[src/hw/rtl/rgbwfc_pkg.sv]
// Shared types and constants for the RGBW frame composer.
package rgbwfc_pkg;

   localparam int unsigned CHAN_W   = 8;
   localparam int unsigned CODE_W   = 10;
   localparam int unsigned GAIN_W   = 17;
   localparam int unsigned UNLOCK_W = 3;
   localparam int unsigned FRAME_W  = 32;
   localparam int unsigned DATA_W   = 32;
   localparam int unsigned ADDR_W   = 3;

   localparam int unsigned MID_DEPTH = 2;
   localparam int unsigned MID_PTR_W = 1;
   localparam int unsigned MID_CNT_W = 2;
   localparam int unsigned OUT_DEPTH = 8;
   localparam int unsigned OUT_PTR_W = 3;
   localparam int unsigned OUT_CNT_W = 4;

   // x*1023 needs 18 bits, times a 17-bit gain gives 35 bits
   localparam int unsigned SCALE_W = CHAN_W + CODE_W;
   localparam int unsigned PROD_W  = SCALE_W + GAIN_W;
   localparam int unsigned FRAC_W  = 16;
   localparam int unsigned TRUNC_W = PROD_W - FRAC_W;

   localparam logic [GAIN_W-1:0]   GAIN_RESET   = 17'h10000;
   localparam logic [UNLOCK_W-1:0] UNLOCK_RESET = 3'h7;

   localparam logic [1:0] OP_WRITE  = 2'b00;
   localparam logic [5:0] REG1_ADDR = 6'h01;

   localparam logic REG_GAIN   = 1'b0;
   localparam logic REG_UNLOCK = 1'b1;

   typedef enum logic [1:0] {
      CH_RED,
      CH_GREEN,
      CH_BLUE,
      CH_WHITE
   } chan_type;

   typedef struct packed {
      logic [CHAN_W-1:0] red;
      logic [CHAN_W-1:0] green;
      logic [CHAN_W-1:0] blue;
      logic [CHAN_W-1:0] white;
   } color_type;

   typedef struct packed {
      logic      valid;
      color_type color;
   } mid_head_type;

endpackage

[src/hw/rtl/rgbw_led_drive_frame_composer_core.sv]
// Top level: control registers and the front/back halves of the frame composer.
//
// Usage: write an RGB color on req_red/req_green/req_blue with push while full is
// low. White is pulled out as the minimum channel, each of the four channels is
// scaled by brightness_gain to a 10-bit code, and four 32-bit register writes
// come out of the result queue in the order red, green, blue, white. Red and
// green frames select controller 0, blue and white controller 1; last_frame
// marks the white frame. Take a frame with pop while empty is low.
// The red frame passes the color queue, the scale and divide registers and the
// result queue, and the white frame follows blue. One shared scaling multiplier
// handles one channel per cycle while a color waits and the result queue has room.
// A two-entry color queue lets the input keep going while the scaler works; an
// eight-entry result queue absorbs output stalls, and when it fills the scaler
// stops, then the color queue fills and full rises.
// Registers (APB, write at psel/penable/pwrite): 0x0 brightness_gain,
// 0x4 unlock_bits. Reset empties both queues, zeroes the kept codes and sets
// full-scale gain and unlock bits 7.
module rgbw_led_drive_frame_composer_core (
   input  logic                               clock,
   input  logic                               reset,
   input  logic                               push,
   output logic                               full,
   input  logic [rgbwfc_pkg::CHAN_W-1:0]      req_red,
   input  logic [rgbwfc_pkg::CHAN_W-1:0]      req_green,
   input  logic [rgbwfc_pkg::CHAN_W-1:0]      req_blue,
   output logic                               empty,
   input  logic                               pop,
   output logic [rgbwfc_pkg::FRAME_W-1:0]     rsp_spi_frame,
   output logic                               rsp_controller_select,
   output logic                               rsp_last_frame,
   input  logic                               psel,
   input  logic                               penable,
   input  logic                               pwrite,
   input  logic [rgbwfc_pkg::ADDR_W-1:0]      paddr,
   input  logic [rgbwfc_pkg::DATA_W-1:0]      pwdata,
   output logic [rgbwfc_pkg::DATA_W-1:0]      prdata,
   output logic                               pready
);

   logic [rgbwfc_pkg::GAIN_W-1:0]    gain_ff, gain_in;
   logic [rgbwfc_pkg::UNLOCK_W-1:0]  unlock_ff, unlock_in;
   logic                             csr_write;
   logic                             csr_sel;
   rgbwfc_pkg::mid_head_type         mid_head;
   logic                             mid_pop;

   assign pready    = 1'b1;
   assign csr_write = psel && penable && pwrite && pready;
   assign csr_sel   = paddr[2];

   always_comb begin
      gain_in   = gain_ff;
      unlock_in = unlock_ff;
      if (csr_write) begin
         unique case (csr_sel)
            rgbwfc_pkg::REG_GAIN:   gain_in   = pwdata[rgbwfc_pkg::GAIN_W-1:0];
            rgbwfc_pkg::REG_UNLOCK: unlock_in = pwdata[rgbwfc_pkg::UNLOCK_W-1:0];
            default:                gain_in   = gain_ff;
         endcase
      end
   end

   always_comb begin
      unique case (csr_sel)
         rgbwfc_pkg::REG_GAIN:   prdata = rgbwfc_pkg::DATA_W'(gain_ff);
         rgbwfc_pkg::REG_UNLOCK: prdata = rgbwfc_pkg::DATA_W'(unlock_ff);
         default:                prdata = '0;
      endcase
   end

   always_ff @(posedge clock) begin
      if (reset) begin
         gain_ff   <= rgbwfc_pkg::GAIN_RESET;
         unlock_ff <= rgbwfc_pkg::UNLOCK_RESET;
      end else begin
         gain_ff   <= gain_in;
         unlock_ff <= unlock_in;
      end
   end

   rgbwfc_front u_front (
      .clock     (clock),
      .reset     (reset),
      .push      (push),
      .full      (full),
      .req_red   (req_red),
      .req_green (req_green),
      .req_blue  (req_blue),
      .mid_pop   (mid_pop),
      .mid_head  (mid_head)
   );

   rgbwfc_back u_back (
      .clock                 (clock),
      .reset                 (reset),
      .mid_head              (mid_head),
      .mid_pop               (mid_pop),
      .gain                  (gain_ff),
      .unlock                (unlock_ff),
      .pop                   (pop),
      .empty                 (empty),
      .rsp_spi_frame         (rsp_spi_frame),
      .rsp_controller_select (rsp_controller_select),
      .rsp_last_frame        (rsp_last_frame)
   );

endmodule

[src/hw/rtl/rgbwfc_front.sv]
// Front end: takes colors, extracts white, queues them for the scaler.
module rgbwfc_front (
   input  logic                            clock,
   input  logic                            reset,
   input  logic                            push,
   output logic                            full,
   input  logic [rgbwfc_pkg::CHAN_W-1:0]   req_red,
   input  logic [rgbwfc_pkg::CHAN_W-1:0]   req_green,
   input  logic [rgbwfc_pkg::CHAN_W-1:0]   req_blue,
   input  logic                            mid_pop,
   output rgbwfc_pkg::mid_head_type        mid_head
);

   rgbwfc_pkg::color_type                  mid_q_ff [rgbwfc_pkg::MID_DEPTH];
   logic [rgbwfc_pkg::MID_PTR_W-1:0]       wr_ptr_ff, wr_ptr_in;
   logic [rgbwfc_pkg::MID_PTR_W-1:0]       rd_ptr_ff, rd_ptr_in;
   logic [rgbwfc_pkg::MID_CNT_W-1:0]       cnt_ff, cnt_in;
   logic [rgbwfc_pkg::CHAN_W-1:0]          white;
   rgbwfc_pkg::color_type                  color_in;
   logic                                   accept;

   always_comb begin
      white = req_red;
      if (req_green < white) begin
         white = req_green;
      end
      if (req_blue < white) begin
         white = req_blue;
      end
      color_in.red   = req_red - white;
      color_in.green = req_green - white;
      color_in.blue  = req_blue - white;
      color_in.white = white;
   end

   assign full   = (cnt_ff == rgbwfc_pkg::MID_CNT_W'(rgbwfc_pkg::MID_DEPTH));
   assign accept = push && !full;

   assign mid_head.valid = (cnt_ff != '0);
   assign mid_head.color = mid_q_ff[rd_ptr_ff];

   always_comb begin
      wr_ptr_in = accept ? wr_ptr_ff + 1'b1 : wr_ptr_ff;
      rd_ptr_in = mid_pop ? rd_ptr_ff + 1'b1 : rd_ptr_ff;
      cnt_in    = cnt_ff;
      if (accept && !mid_pop) begin
         cnt_in = cnt_ff + 1'b1;
      end else if (!accept && mid_pop) begin
         cnt_in = cnt_ff - 1'b1;
      end
   end

   always_ff @(posedge clock) begin
      if (reset) begin
         wr_ptr_ff <= '0;
         rd_ptr_ff <= '0;
         cnt_ff    <= '0;
      end else begin
         wr_ptr_ff <= wr_ptr_in;
         rd_ptr_ff <= rd_ptr_in;
         cnt_ff    <= cnt_in;
      end
   end

   always_ff @(posedge clock) begin
      if (accept) begin
         mid_q_ff[wr_ptr_ff] <= color_in;
      end
   end

endmodule

[src/hw/rtl/rgbwfc_back.sv]
// Back end: scales a channel per cycle if not stalled; composes and queues frames.
module rgbwfc_back (
   input  logic                              clock,
   input  logic                              reset,
   input  rgbwfc_pkg::mid_head_type          mid_head,
   output logic                              mid_pop,
   input  logic [rgbwfc_pkg::GAIN_W-1:0]     gain,
   input  logic [rgbwfc_pkg::UNLOCK_W-1:0]   unlock,
   input  logic                              pop,
   output logic                              empty,
   output logic [rgbwfc_pkg::FRAME_W-1:0]    rsp_spi_frame,
   output logic                              rsp_controller_select,
   output logic                              rsp_last_frame
);

   localparam int unsigned ITEM_W = rgbwfc_pkg::FRAME_W + 2;

   // floor(t/255) saturated at the code maximum; t*257/65536 is low by at most one
   function automatic logic [rgbwfc_pkg::CODE_W-1:0] div255_sat(
      input logic [rgbwfc_pkg::TRUNC_W-1:0] t
   );
      logic [rgbwfc_pkg::TRUNC_W+8:0]   est;
      logic [rgbwfc_pkg::CODE_W-1:0]    q0;
      logic [rgbwfc_pkg::TRUNC_W-1:0]   rem;
      est = {t, 8'b0} + (rgbwfc_pkg::TRUNC_W+9)'(t);
      q0  = est[rgbwfc_pkg::CODE_W+15:16];
      rem = t - (({(rgbwfc_pkg::TRUNC_W-rgbwfc_pkg::CODE_W)'(0), q0} << 8)
                 - rgbwfc_pkg::TRUNC_W'(q0));
      if (t >= rgbwfc_pkg::TRUNC_W'(1024 * 255)) begin
         return '1;
      end else if (rem >= rgbwfc_pkg::TRUNC_W'(255)) begin
         return q0 + 1'b1;
      end else begin
         return q0;
      end
   endfunction

   function automatic logic [rgbwfc_pkg::FRAME_W-1:0] make_frame(
      input logic [rgbwfc_pkg::CODE_W-1:0]   buck1,
      input logic [rgbwfc_pkg::CODE_W-1:0]   buck2,
      input logic [rgbwfc_pkg::UNLOCK_W-1:0] bits
   );
      logic [22:0] d;
      d = {buck1, buck2, bits};
      return {rgbwfc_pkg::OP_WRITE, rgbwfc_pkg::REG1_ADDR, d, ^d};
   endfunction

   rgbwfc_pkg::chan_type                  chan_ff, chan_in;
   logic                                  issue;
   logic [rgbwfc_pkg::OUT_CNT_W-1:0]      committed;
   logic [rgbwfc_pkg::CHAN_W-1:0]         x_sel;
   logic [rgbwfc_pkg::SCALE_W-1:0]        x_scaled;

   logic                                  a_vld_ff;
   rgbwfc_pkg::chan_type                  a_chan_ff;
   logic [rgbwfc_pkg::PROD_W-1:0]         a_prod_ff, a_prod_in;

   logic                                  b_vld_ff;
   rgbwfc_pkg::chan_type                  b_chan_ff;
   logic [rgbwfc_pkg::CODE_W-1:0]         b_code_ff;

   logic [rgbwfc_pkg::CODE_W-1:0]         red_code_ff, green_code_ff;
   logic [rgbwfc_pkg::CODE_W-1:0]         blue_code_ff, white_code_ff;

   logic [ITEM_W-1:0]                     out_q_ff [rgbwfc_pkg::OUT_DEPTH];
   logic [rgbwfc_pkg::OUT_PTR_W-1:0]      out_wr_ff, out_wr_in;
   logic [rgbwfc_pkg::OUT_PTR_W-1:0]      out_rd_ff, out_rd_in;
   logic [rgbwfc_pkg::OUT_CNT_W-1:0]      out_cnt_ff, out_cnt_in;
   logic                                  out_push, out_pop;
   logic [ITEM_W-1:0]                     out_item;
   logic [ITEM_W-1:0]                     head_item;

   // queue slots already spoken for, including frames still in the pipe
   assign committed = out_cnt_ff + rgbwfc_pkg::OUT_CNT_W'(a_vld_ff)
                      + rgbwfc_pkg::OUT_CNT_W'(b_vld_ff);
   assign issue   = mid_head.valid
                    && (committed < rgbwfc_pkg::OUT_CNT_W'(rgbwfc_pkg::OUT_DEPTH));
   assign mid_pop = issue && (chan_ff == rgbwfc_pkg::CH_WHITE);
   assign chan_in = issue ? rgbwfc_pkg::chan_type'(chan_ff + 2'd1) : chan_ff;

   always_comb begin
      unique case (chan_ff)
         rgbwfc_pkg::CH_RED:   x_sel = mid_head.color.red;
         rgbwfc_pkg::CH_GREEN: x_sel = mid_head.color.green;
         rgbwfc_pkg::CH_BLUE:  x_sel = mid_head.color.blue;
         rgbwfc_pkg::CH_WHITE: x_sel = mid_head.color.white;
         default:              x_sel = mid_head.color.red;
      endcase
   end

   assign x_scaled  = {x_sel, 10'b0} - rgbwfc_pkg::SCALE_W'(x_sel);
   assign a_prod_in = rgbwfc_pkg::PROD_W'(x_scaled) * rgbwfc_pkg::PROD_W'(gain);

   always_ff @(posedge clock) begin
      if (reset) begin
         chan_ff  <= rgbwfc_pkg::CH_RED;
         a_vld_ff <= 1'b0;
         b_vld_ff <= 1'b0;
      end else begin
         chan_ff  <= chan_in;
         a_vld_ff <= issue;
         b_vld_ff <= a_vld_ff;
      end
   end

   always_ff @(posedge clock) begin
      a_chan_ff <= chan_ff;
      a_prod_ff <= a_prod_in;
      b_chan_ff <= a_chan_ff;
      b_code_ff <= div255_sat(a_prod_ff[rgbwfc_pkg::PROD_W-1:rgbwfc_pkg::FRAC_W]);
   end

   assign out_push = b_vld_ff;

   // red and green frames go to controller 0, blue and white to controller 1
   always_comb begin
      unique case (b_chan_ff)
         rgbwfc_pkg::CH_RED:
            out_item = {make_frame(b_code_ff, green_code_ff, unlock), 1'b0, 1'b0};
         rgbwfc_pkg::CH_GREEN:
            out_item = {make_frame(red_code_ff, b_code_ff, unlock), 1'b0, 1'b0};
         rgbwfc_pkg::CH_BLUE:
            out_item = {make_frame(white_code_ff, b_code_ff, unlock), 1'b1, 1'b0};
         rgbwfc_pkg::CH_WHITE:
            out_item = {make_frame(b_code_ff, blue_code_ff, unlock), 1'b1, 1'b1};
         default:
            out_item = {make_frame(b_code_ff, green_code_ff, unlock), 1'b0, 1'b0};
      endcase
   end

   always_ff @(posedge clock) begin
      if (reset) begin
         red_code_ff   <= '0;
         green_code_ff <= '0;
         blue_code_ff  <= '0;
         white_code_ff <= '0;
      end else if (out_push) begin
         case (b_chan_ff)
            rgbwfc_pkg::CH_RED:   red_code_ff   <= b_code_ff;
            rgbwfc_pkg::CH_GREEN: green_code_ff <= b_code_ff;
            rgbwfc_pkg::CH_BLUE:  blue_code_ff  <= b_code_ff;
            rgbwfc_pkg::CH_WHITE: white_code_ff <= b_code_ff;
            default:              red_code_ff   <= b_code_ff;
         endcase
      end
   end

   assign empty   = (out_cnt_ff == '0);
   assign out_pop = pop && !empty;

   always_comb begin
      out_wr_in  = out_push ? out_wr_ff + 1'b1 : out_wr_ff;
      out_rd_in  = out_pop ? out_rd_ff + 1'b1 : out_rd_ff;
      out_cnt_in = out_cnt_ff;
      if (out_push && !out_pop) begin
         out_cnt_in = out_cnt_ff + 1'b1;
      end else if (!out_push && out_pop) begin
         out_cnt_in = out_cnt_ff - 1'b1;
      end
   end

   always_ff @(posedge clock) begin
      if (reset) begin
         out_wr_ff  <= '0;
         out_rd_ff  <= '0;
         out_cnt_ff <= '0;
      end else begin
         out_wr_ff  <= out_wr_in;
         out_rd_ff  <= out_rd_in;
         out_cnt_ff <= out_cnt_in;
      end
   end

   always_ff @(posedge clock) begin
      if (out_push) begin
         out_q_ff[out_wr_ff] <= out_item;
      end
   end

   assign head_item             = out_q_ff[out_rd_ff];
   assign rsp_spi_frame         = head_item[ITEM_W-1:2];
   assign rsp_controller_select = head_item[1];
   assign rsp_last_frame        = head_item[0];

`ifndef SYNTHESIS
   a_no_overflow: assert property (@(posedge clock) disable iff (reset)
      committed <= rgbwfc_pkg::OUT_CNT_W'(rgbwfc_pkg::OUT_DEPTH))
      else $error("result queue overcommitted");

   a_push_room: assert property (@(posedge clock) disable iff (reset)
      out_push |-> (out_cnt_ff < rgbwfc_pkg::OUT_CNT_W'(rgbwfc_pkg::OUT_DEPTH))
                   || out_pop)
      else $error("frame pushed into full result queue");

   a_white_pops: assert property (@(posedge clock) disable iff (reset)
      mid_pop |=> (chan_ff == rgbwfc_pkg::CH_RED) && a_vld_ff
                  && (a_chan_ff == rgbwfc_pkg::CH_WHITE))
      else $error("color released before its white channel issued");
`endif

endmodule

[config.mk]
export PLATFORM = sky130hd
export DESIGN_NAME = rgbw_led_drive_frame_composer_core
export DESIGN_NICKNAME = d
export VERILOG_FILES = /design/src/hw/rtl/rgbwfc_pkg.sv /design/src/hw/rtl/rgbw_led_drive_frame_composer_core.sv /design/src/hw/rtl/rgbwfc_front.sv /design/src/hw/rtl/rgbwfc_back.sv
export SDC_FILE = /design/constraint.sdc
export NUM_CORES = 1
export LEC_CHECK = 0
export BUFFER_PORTS_ARGS = -buffer_cell sky130_fd_sc_hd__buf_2
export CAP_MARGIN = 20
export CELL_PAD_IN_SITES_DETAIL_PLACEMENT = 1
export CELL_PAD_IN_SITES_GLOBAL_PLACEMENT = 1
export CORE_ASPECT_RATIO = 1.4
export CORE_MARGIN = 4
export CORE_UTILIZATION = 55
export DETAILED_ROUTE_END_ITERATION = 7
export PLACE_DENSITY_LB_ADDON = 0.1
export REMOVE_ABC_BUFFERS = 1
export SLEW_MARGIN = 20
export SYNTH_ARGS = -nofsm -noshare
export SYNTH_HDL_FRONTEND = slang
export SYNTH_SLANG_ARGS = --single-unit
[constraint.sdc]
create_clock -name clock -period 20.2 [get_ports clock]
set_clock_uncertainty 0.1 [all_clocks]
set_input_delay 4.04 -clock clock [delete_from_list [all_inputs] [get_ports clock]]
set_output_delay 4.04 -clock clock [all_outputs]
set_load 0.01 [all_outputs]
Word level (Yosys, flattened, before mapping) --
Memory sizes are Yosys's and may differ from the RTL's. A register that Yosys moved wholly into a read port is not among the register bits. Cells that the tools add are included.
Operators by class: add/sub/neg operators 19, multiply operators 1, magnitude comparators 5, equality and inequality tests 7, multiplexer cells 18, bitwise gates (word level) 1, reduce and logical (&&, ||, !) cells 32
Operator list (number):
- $pmux W34 S4 | 1
- $reduce_xor A23 Y1 | 4
- $pmux W32 S2 | 1
- $mul A18 B17 Y35 | 1
- $pmux W8 S4 | 1
- $add A26 B19 Y26 | 1
- $sub A8 B8 Y8 | 3
- $ge A19 B18 Y1 const B | 1
- $ge A19 B8 Y1 const B | 1
- $sub A18 B10 Y19 | 1
- $sub A19 B19 Y19 | 1
- $sub A18 B8 Y18 | 1
- $lt A8 B8 Y1 | 2
- $mux W8 | 2
- $reduce_and A2 Y1 | 6
- $add A10 B1 Y10 const B | 1
- $eq A2 B2 Y1 const B | 5
- $logic_and A1 B1 Y1 | 10
- $mux W10 | 1
- $add A4 B1 Y4 | 2
- $mux W4 | 2
- $add A3 B1 Y3 const B | 2
- $logic_not A1 Y1 | 6
- $mux W1 | 6
- 13 further kinds | 21
Storage, ports and cells: bits in registers 127, memory bits (writable) 336, bits of input ports 66, output and inout bits 69, word-level logic and storage cells 104, memories kept 2
Memory list:
- u_back.out_q_ff | depth 8, width 34, rd ports 1, clocked after Yosys merged registers in 1, wr ports 1, line rgbwfc_back.sv:65 | logic [ITEM_W-1:0] out_q_ff [rgbwfc_pkg::OUT_DEPTH];
- u_front.mid_q_ff | depth 2, width 32, rd ports 1, clocked after Yosys merged registers in 1, wr ports 1, line rgbwfc_front.sv:14 | rgbwfc_pkg::color_type mid_q_ff [rgbwfc_pkg::MID_DEPTH];

Depth between registers and ports, before layout --
word-level depth 8, depth in mapped cells 34, depth with buffers taken out 34

By module --
From an unflattened synthesis, not the netlist that was laid out.
Second synthesis, totals: cell total of the unflattened synthesis 2712, area total of the unflattened synthesis 28926.5 um^2
By module, submodules not included:
- rgbwfc_back | times used 1, cells each 2185, area an instance 23366.2 um^2, sequential area each 8047.7 um^2
- rgbwfc_front | times used 1, cells each 402, area an instance 4393.0 um^2, sequential area each 2021.9 um^2
- rgbw_led_drive_frame_composer_core | times used 1, cells each 125, area an instance 1167.4 um^2, sequential area each 400.4 um^2

Worst setup path after synthesis --
OpenSTA, ideal clock, no wires.
kind input -> register, start input port req_red[1] (netlist bit), end memory u_front.mid_q_ff[0][23] (netlist bit), data pin, setup time 0.271 ns, arrival 8.985 ns, data required time 19.829 ns, setup slack 10.844 ns, stages 26, buffers on the path 2, path through inv_1 -> ha_1 -> a21o_1 -> a21o_1 -> a211o_1 -> a21oi_1 -> clkbuf_1 -> nor2_1 -> a21oi_1 -> ha_1 -> a21o_1 -> a21o_1 -> a221oi_1 -> o21a_1 -> clkbuf_1 -> mux2_2 -> inv_1 -> ha_1 -> a21o_1 -> a21o_1 -> a21oi_1 -> o21bai_1 -> a21o_1 -> a21oi_1 -> xor2_1 -> xnor2_1
RTL lines:
- start: declaration | line rgbw_led_drive_frame_composer_core.sv:23 | input logic [rgbwfc_pkg::CHAN_W-1:0] req_red,
- end: declaration | line rgbwfc_front.sv:14

Worst setup path after layout --
start register u_back.chan_ff[0], end register u_back.a_prod_ff[34] (netlist bit)
On the way: longest elaborated chain between the ends 4, elaborated cells between the ends (all ways) 7, those cells by class add/sub (1); mul (1); eq/ne (3); mux (1); reduce/logical (1)
RTL lines:
- start: declaration | line rgbwfc_back.sv:48 | rgbwfc_pkg::chan_type chan_ff, chan_in;
- start signal: assignment | line rgbwfc_back.sv:96 | chan_ff <= rgbwfc_pkg::CH_RED;
- start signal: assignment | line rgbwfc_back.sv:100 | chan_ff <= chan_in;
- $eq A2 B2 Y1 (tied with other cells) | line rgbwfc_back.sv:82 | unique case (chan_ff)
- $pmux W8 S4 * | line rgbwfc_back.sv:82
- $sub A18 B8 Y18 * | line rgbwfc_back.sv:91 | assign x_scaled = {x_sel, 10'b0} - rgbwfc_pkg::SCALE_W'(x_sel);
- $mul A18 B17 Y35 * | line rgbwfc_back.sv:92 | assign a_prod_in = rgbwfc_pkg::PROD_W'(x_scaled) * rgbwfc_pkg::PROD_W'(gain);
- via u_back.a_prod_in, one bit | line rgbwfc_back.sv:56 | logic [rgbwfc_pkg::PROD_W-1:0] a_prod_ff, a_prod_in;
- end signal: assignment | line rgbwfc_back.sv:108 | a_prod_ff <= a_prod_in;
- end: declaration | line rgbwfc_back.sv:56
Mark *: on every way through the listed nets, which the timed path passes. The rest lies on a longest branch. A chain may end at the register's enable or synchronous reset.

==> impl_metrics.csv <==
group,metric,value,unit
status,status,"finished with violations",
status,violations,"DRC",
routing,drt-wirelength-per-cell,21.9,um
synthesis,synth_simple_gate_area_share,11.8,%
final_layout,stdcell_area,30400,um2
floorplan,fp.coreArea,50200,um2
timing,finalHoldViolations,0,
flow_run,max_cap_viol_count,0,
clock_tree,cts_hold_buf,0,
routing,firstDrtPassIters,8,
worst_setup_path,r2r_cells,33,
timing,finalSetupViolations,0,
place,io_buffers,93,
synthesis,ys_seq_area_share,37.4,%
clock_tree,cts_made_buffers,39,
floorplan,die_w,199,um
pwr,power_density,154,nW/um2
place,placed_cell_area,29100,um2
synthesis,ys_async_sr_fraction,0,%
synthesis,synth_compound_area_share,6.04,%
worst_setup_path,r2r_slack,9.84,ns
global_route,overflow,0,
place,place_congestion,0.850,
floorplan,rows,97,
floorplan,die_h,275,um
synthesis,netlist_area,28000,um2
synthesis,syn_area_per_cell,10.8,um2
worst_setup_path,timing.critical_path.mode_cell,"inv_1",
worst_setup_path,crit_slowest_cell,"mux4_2",
synthesis,yosys_warnings,0,
hold_path,hold_end,"u_back.b_chan_ff[0]",
clock_tree,cts_tree,"built",
synthesis,yosys.area_share.adder,26.3,%
synthesis,synth_top_family_by_area,"adder cells",
synthesis,synth.distinct_cells,70,
clock_tree,clkLatencyLatePin,0.57,ns
floorplan,ios,135,
pwr,irDropWorstVdd,0.000108,V
routing,drc,5,
synthesis,synth-xor-area-share,4.22,%
synthesis,synth_mux_area_share,6.60,%
floorplan,dieArea,54600,um2
routing,via_count,18878,
timing,drv_slew,0,
synthesis,synth_edf_count,272,
routing,viasPerCell,5.70,
global_route,grt_usage,26.9,%
place,dpl.hpwl,52500,um
timing,worst_pin_slew,1.13,ns
synthesis,ys_ff_latch,387,
routing,routed_wirelength,72400,um
routing,dr.first_iter.drc_count,976,
global_route,grt_pass1_vias,21516,
hold_path,hold-path-cell-count,0,
synthesis,synth_top_area_share,29.2,%
clock_tree,cts_sinks,387,
worst_setup_path,cp-start-kind,"flip-flop",
global_route,grt_pass1_wl,115000,um
worst_setup_path,cp-end-kind,"flip-flop",
timing,slew-limit-headroom,24.9,%
clock_tree,post_cts_resized,0,
worst_setup_path,reg2reg_from,"u_back.chan_ff[0]",
clock_tree,cts_setup_buffers,0,
synthesis,synth_flop_cell,"edfxtp_1",
timing,fmax,96.5,MHz
timing,final.min_clock_period,10.36,ns
final_layout,finalNetCount,3144,
hold_path,holdCritPathClass,"flip-flop to flip-flop",
global_route,grt_start_max_net_pins,81,
worst_setup_path,cpPeakStageDelay,0.68,ns
global_route,antenna_found_initial,0,
floorplan,start_util,55.7,%
synthesis,synth.most_common_cell,"inv_1",
worst_setup_path,worstReg2RegEnd,"u_back.a_prod_ff[34]",
worst_setup_path,critPathMaxFanout,18,
synthesis,synth_area_leaders,"edfxtp_1 29%, fa_1 17%, ha_1 8.9%, dfxtp_1 8.2%, inv_1 5.4%",
synthesis,synthTopCellsByCount,"401 x inv_1, 332 x nand2_1, 272 x edfxtp_1",
clock_tree,root_buffer,"clkbuf_16",
clock_tree,h-tree-depth,2,
synthesis,yosysTopAreaCell,"edfxtp_1",
timing,tns,0,ns
worst_setup_path,cp.required,20.58,ns
final_layout,antenna_cells,0,
hold_path,worstHoldStart,"u_back.a_chan_ff[0]",
synthesis,synth_cells,2582,
routing,ant_nets,0,
worst_setup_path,worstSetupPathType,"flip-flop to flip-flop",
worst_setup_path,worstPathArrival,10.75,ns
clock_tree,path_clk_slew,0.06,ns
timing,rsz0062_at_grt,"no",
clock_tree,cts.path.max_buffers,3,
final_layout,layout-drive-gt1-share,11.9,%
final_layout,layout-area-overhead-vs-synth,8.50,%
timing,period_share,51.3,%
pwr,p_leak,13.0,nW
layout by cell type, fill, tap and decap left out, types with 5 or more instances in the layout:
| master | instances |
|---|---|
| nor3_1 | 13 |
| nand4_1 | 7 |
| xnor2_1 | 98 |
| mux2_2 | 35 |
| nor2_1 | 114 |
| clkbuf_16 | 39 |
| xor2_1 | 32 |
| or2_2 | 7 |
| o21ai_0 | 27 |
| clkbuf_8 | 5 |
| dfxtp_1 | 112 |
| edfxtp_1 | 272 |
| nand2_1 | 332 |
| clkbuf_1 | 8 |
| o21a_1 | 7 |
| a222oi_1 | 16 |
| a211o_1 | 6 |
| a211oi_1 | 7 |
| nor2_2 | 7 |
| mux2i_1 | 8 |
| o211ai_1 | 6 |
| conb_1 | 24 |
| or3_1 | 11 |
| a21oi_1 | 108 |
| clkinv_2 | 6 |
| buf_4 | 35 |
| nand3_1 | 16 |
| nand2b_1 | 14 |
| and2_1 | 129 |
| o21bai_1 | 8 |
| nor2b_1 | 23 |
| buf_2 | 93 |
| o22ai_1 | 21 |
| a21o_1 | 24 |
| inv_1 | 401 |
| fa_1 | 243 |
| mux4_2 | 61 |
| ha_1 | 199 |
| and3_1 | 18 |
cell families (layout without fill, tap and decap cells):
kind of cell,count (synthesis),count (layout)
mux,104,104
other cells,2,24
compound gates,262,262
xor+xnor,135,135
simple gates,711,711
buf+inv,539,602
flops,387,387
fa+ha+maj,442,442
power by group:
part / internal (mW) / total [mW] / switching, mW / leakage (nW)
Sequential: 1.07 / 1.16 / 0.0946 / 3.42
Combinational: 1.06 / 2.77 / 1.71 / 8.95
Clock: 0.409 / 0.729 / 0.320 / 0.633
Total: 2.54 / 4.67 / 2.12 / 13.0
worst max-delay path by stage:
stage                                 start                       to  slack [ns]  depth (start not counted)
after floorplan                  req_red[1]  u_front.mid_q_ff[0][23]       10.92                         24
after global placement    u_back.chan_ff[0]     u_back.a_prod_ff[32]        9.81                         34
after detailed placement  u_back.chan_ff[0]     u_back.a_prod_ff[34]        9.80                         33
after CTS                 u_back.chan_ff[0]     u_back.a_prod_ff[34]        9.76                         33
after global routing      u_back.chan_ff[0]     u_back.a_prod_ff[34]        9.03                         33
final                     u_back.chan_ff[0]     u_back.a_prod_ff[34]        9.84                         33
stage by stage:
stage / hold WS, ns / utilization (%) / std cells / power, mW / setup WS [ns]
floorplan: 0.210 / - / 2467 / 3.04 / 10.92
global placement: 0.241 / 57.8 / 3238 / 3.79 / 9.81
detailed placement: 0.236 / 57.9 / 3238 / 3.94 / 9.80
CTS: 0.250 / 60.5 / 3310 / 4.69 / 9.76
global route: 0.259 / 60.5 / 3310 / 5.03 / 9.03
finish: 0.243 / 60.5 / 3310 / 4.67 / 9.84
final cells by class:
type | count | area (um2)
clock buffers | 52 | 1070
well taps | 643 | 805
inverters | 402 | 1510
repair buffers | 128 | 728
multi-input cells | 1678 | 15600
fillers | 5367 | 19900
clock inverters | 20 | 224
flip-flops and latches | 387 | 10500
critical path, delay by kind of cell, from the launching register on:
family          cells  cell delay [ns]
fa+ha+maj           8             3.71
compound gates     10             3.17
buf+inv             9             1.01
simple gates        4             0.94
mux                 1             0.68
flops               1             0.44
xor+xnor            1             0.20
sequential cells by signal (all words and copies together), names as in the netlist, 17 cells and up, named ones only:
name and flops:
u_back.a_prod_ff 19, u_front.mid_q_ff 64, gain_ff 17, u_back.out_q_ff 208
routing by layer:
metal	up-vias	wire [um]	global-route usage [%]
li1	8547	-	-
met1	9729	26500	29.8
met2	429	40600	52.4
met3	173	2360	2.73
met4	0	2850	10.0
met5	-	0	0
Power figures use the tool's default switching activity.
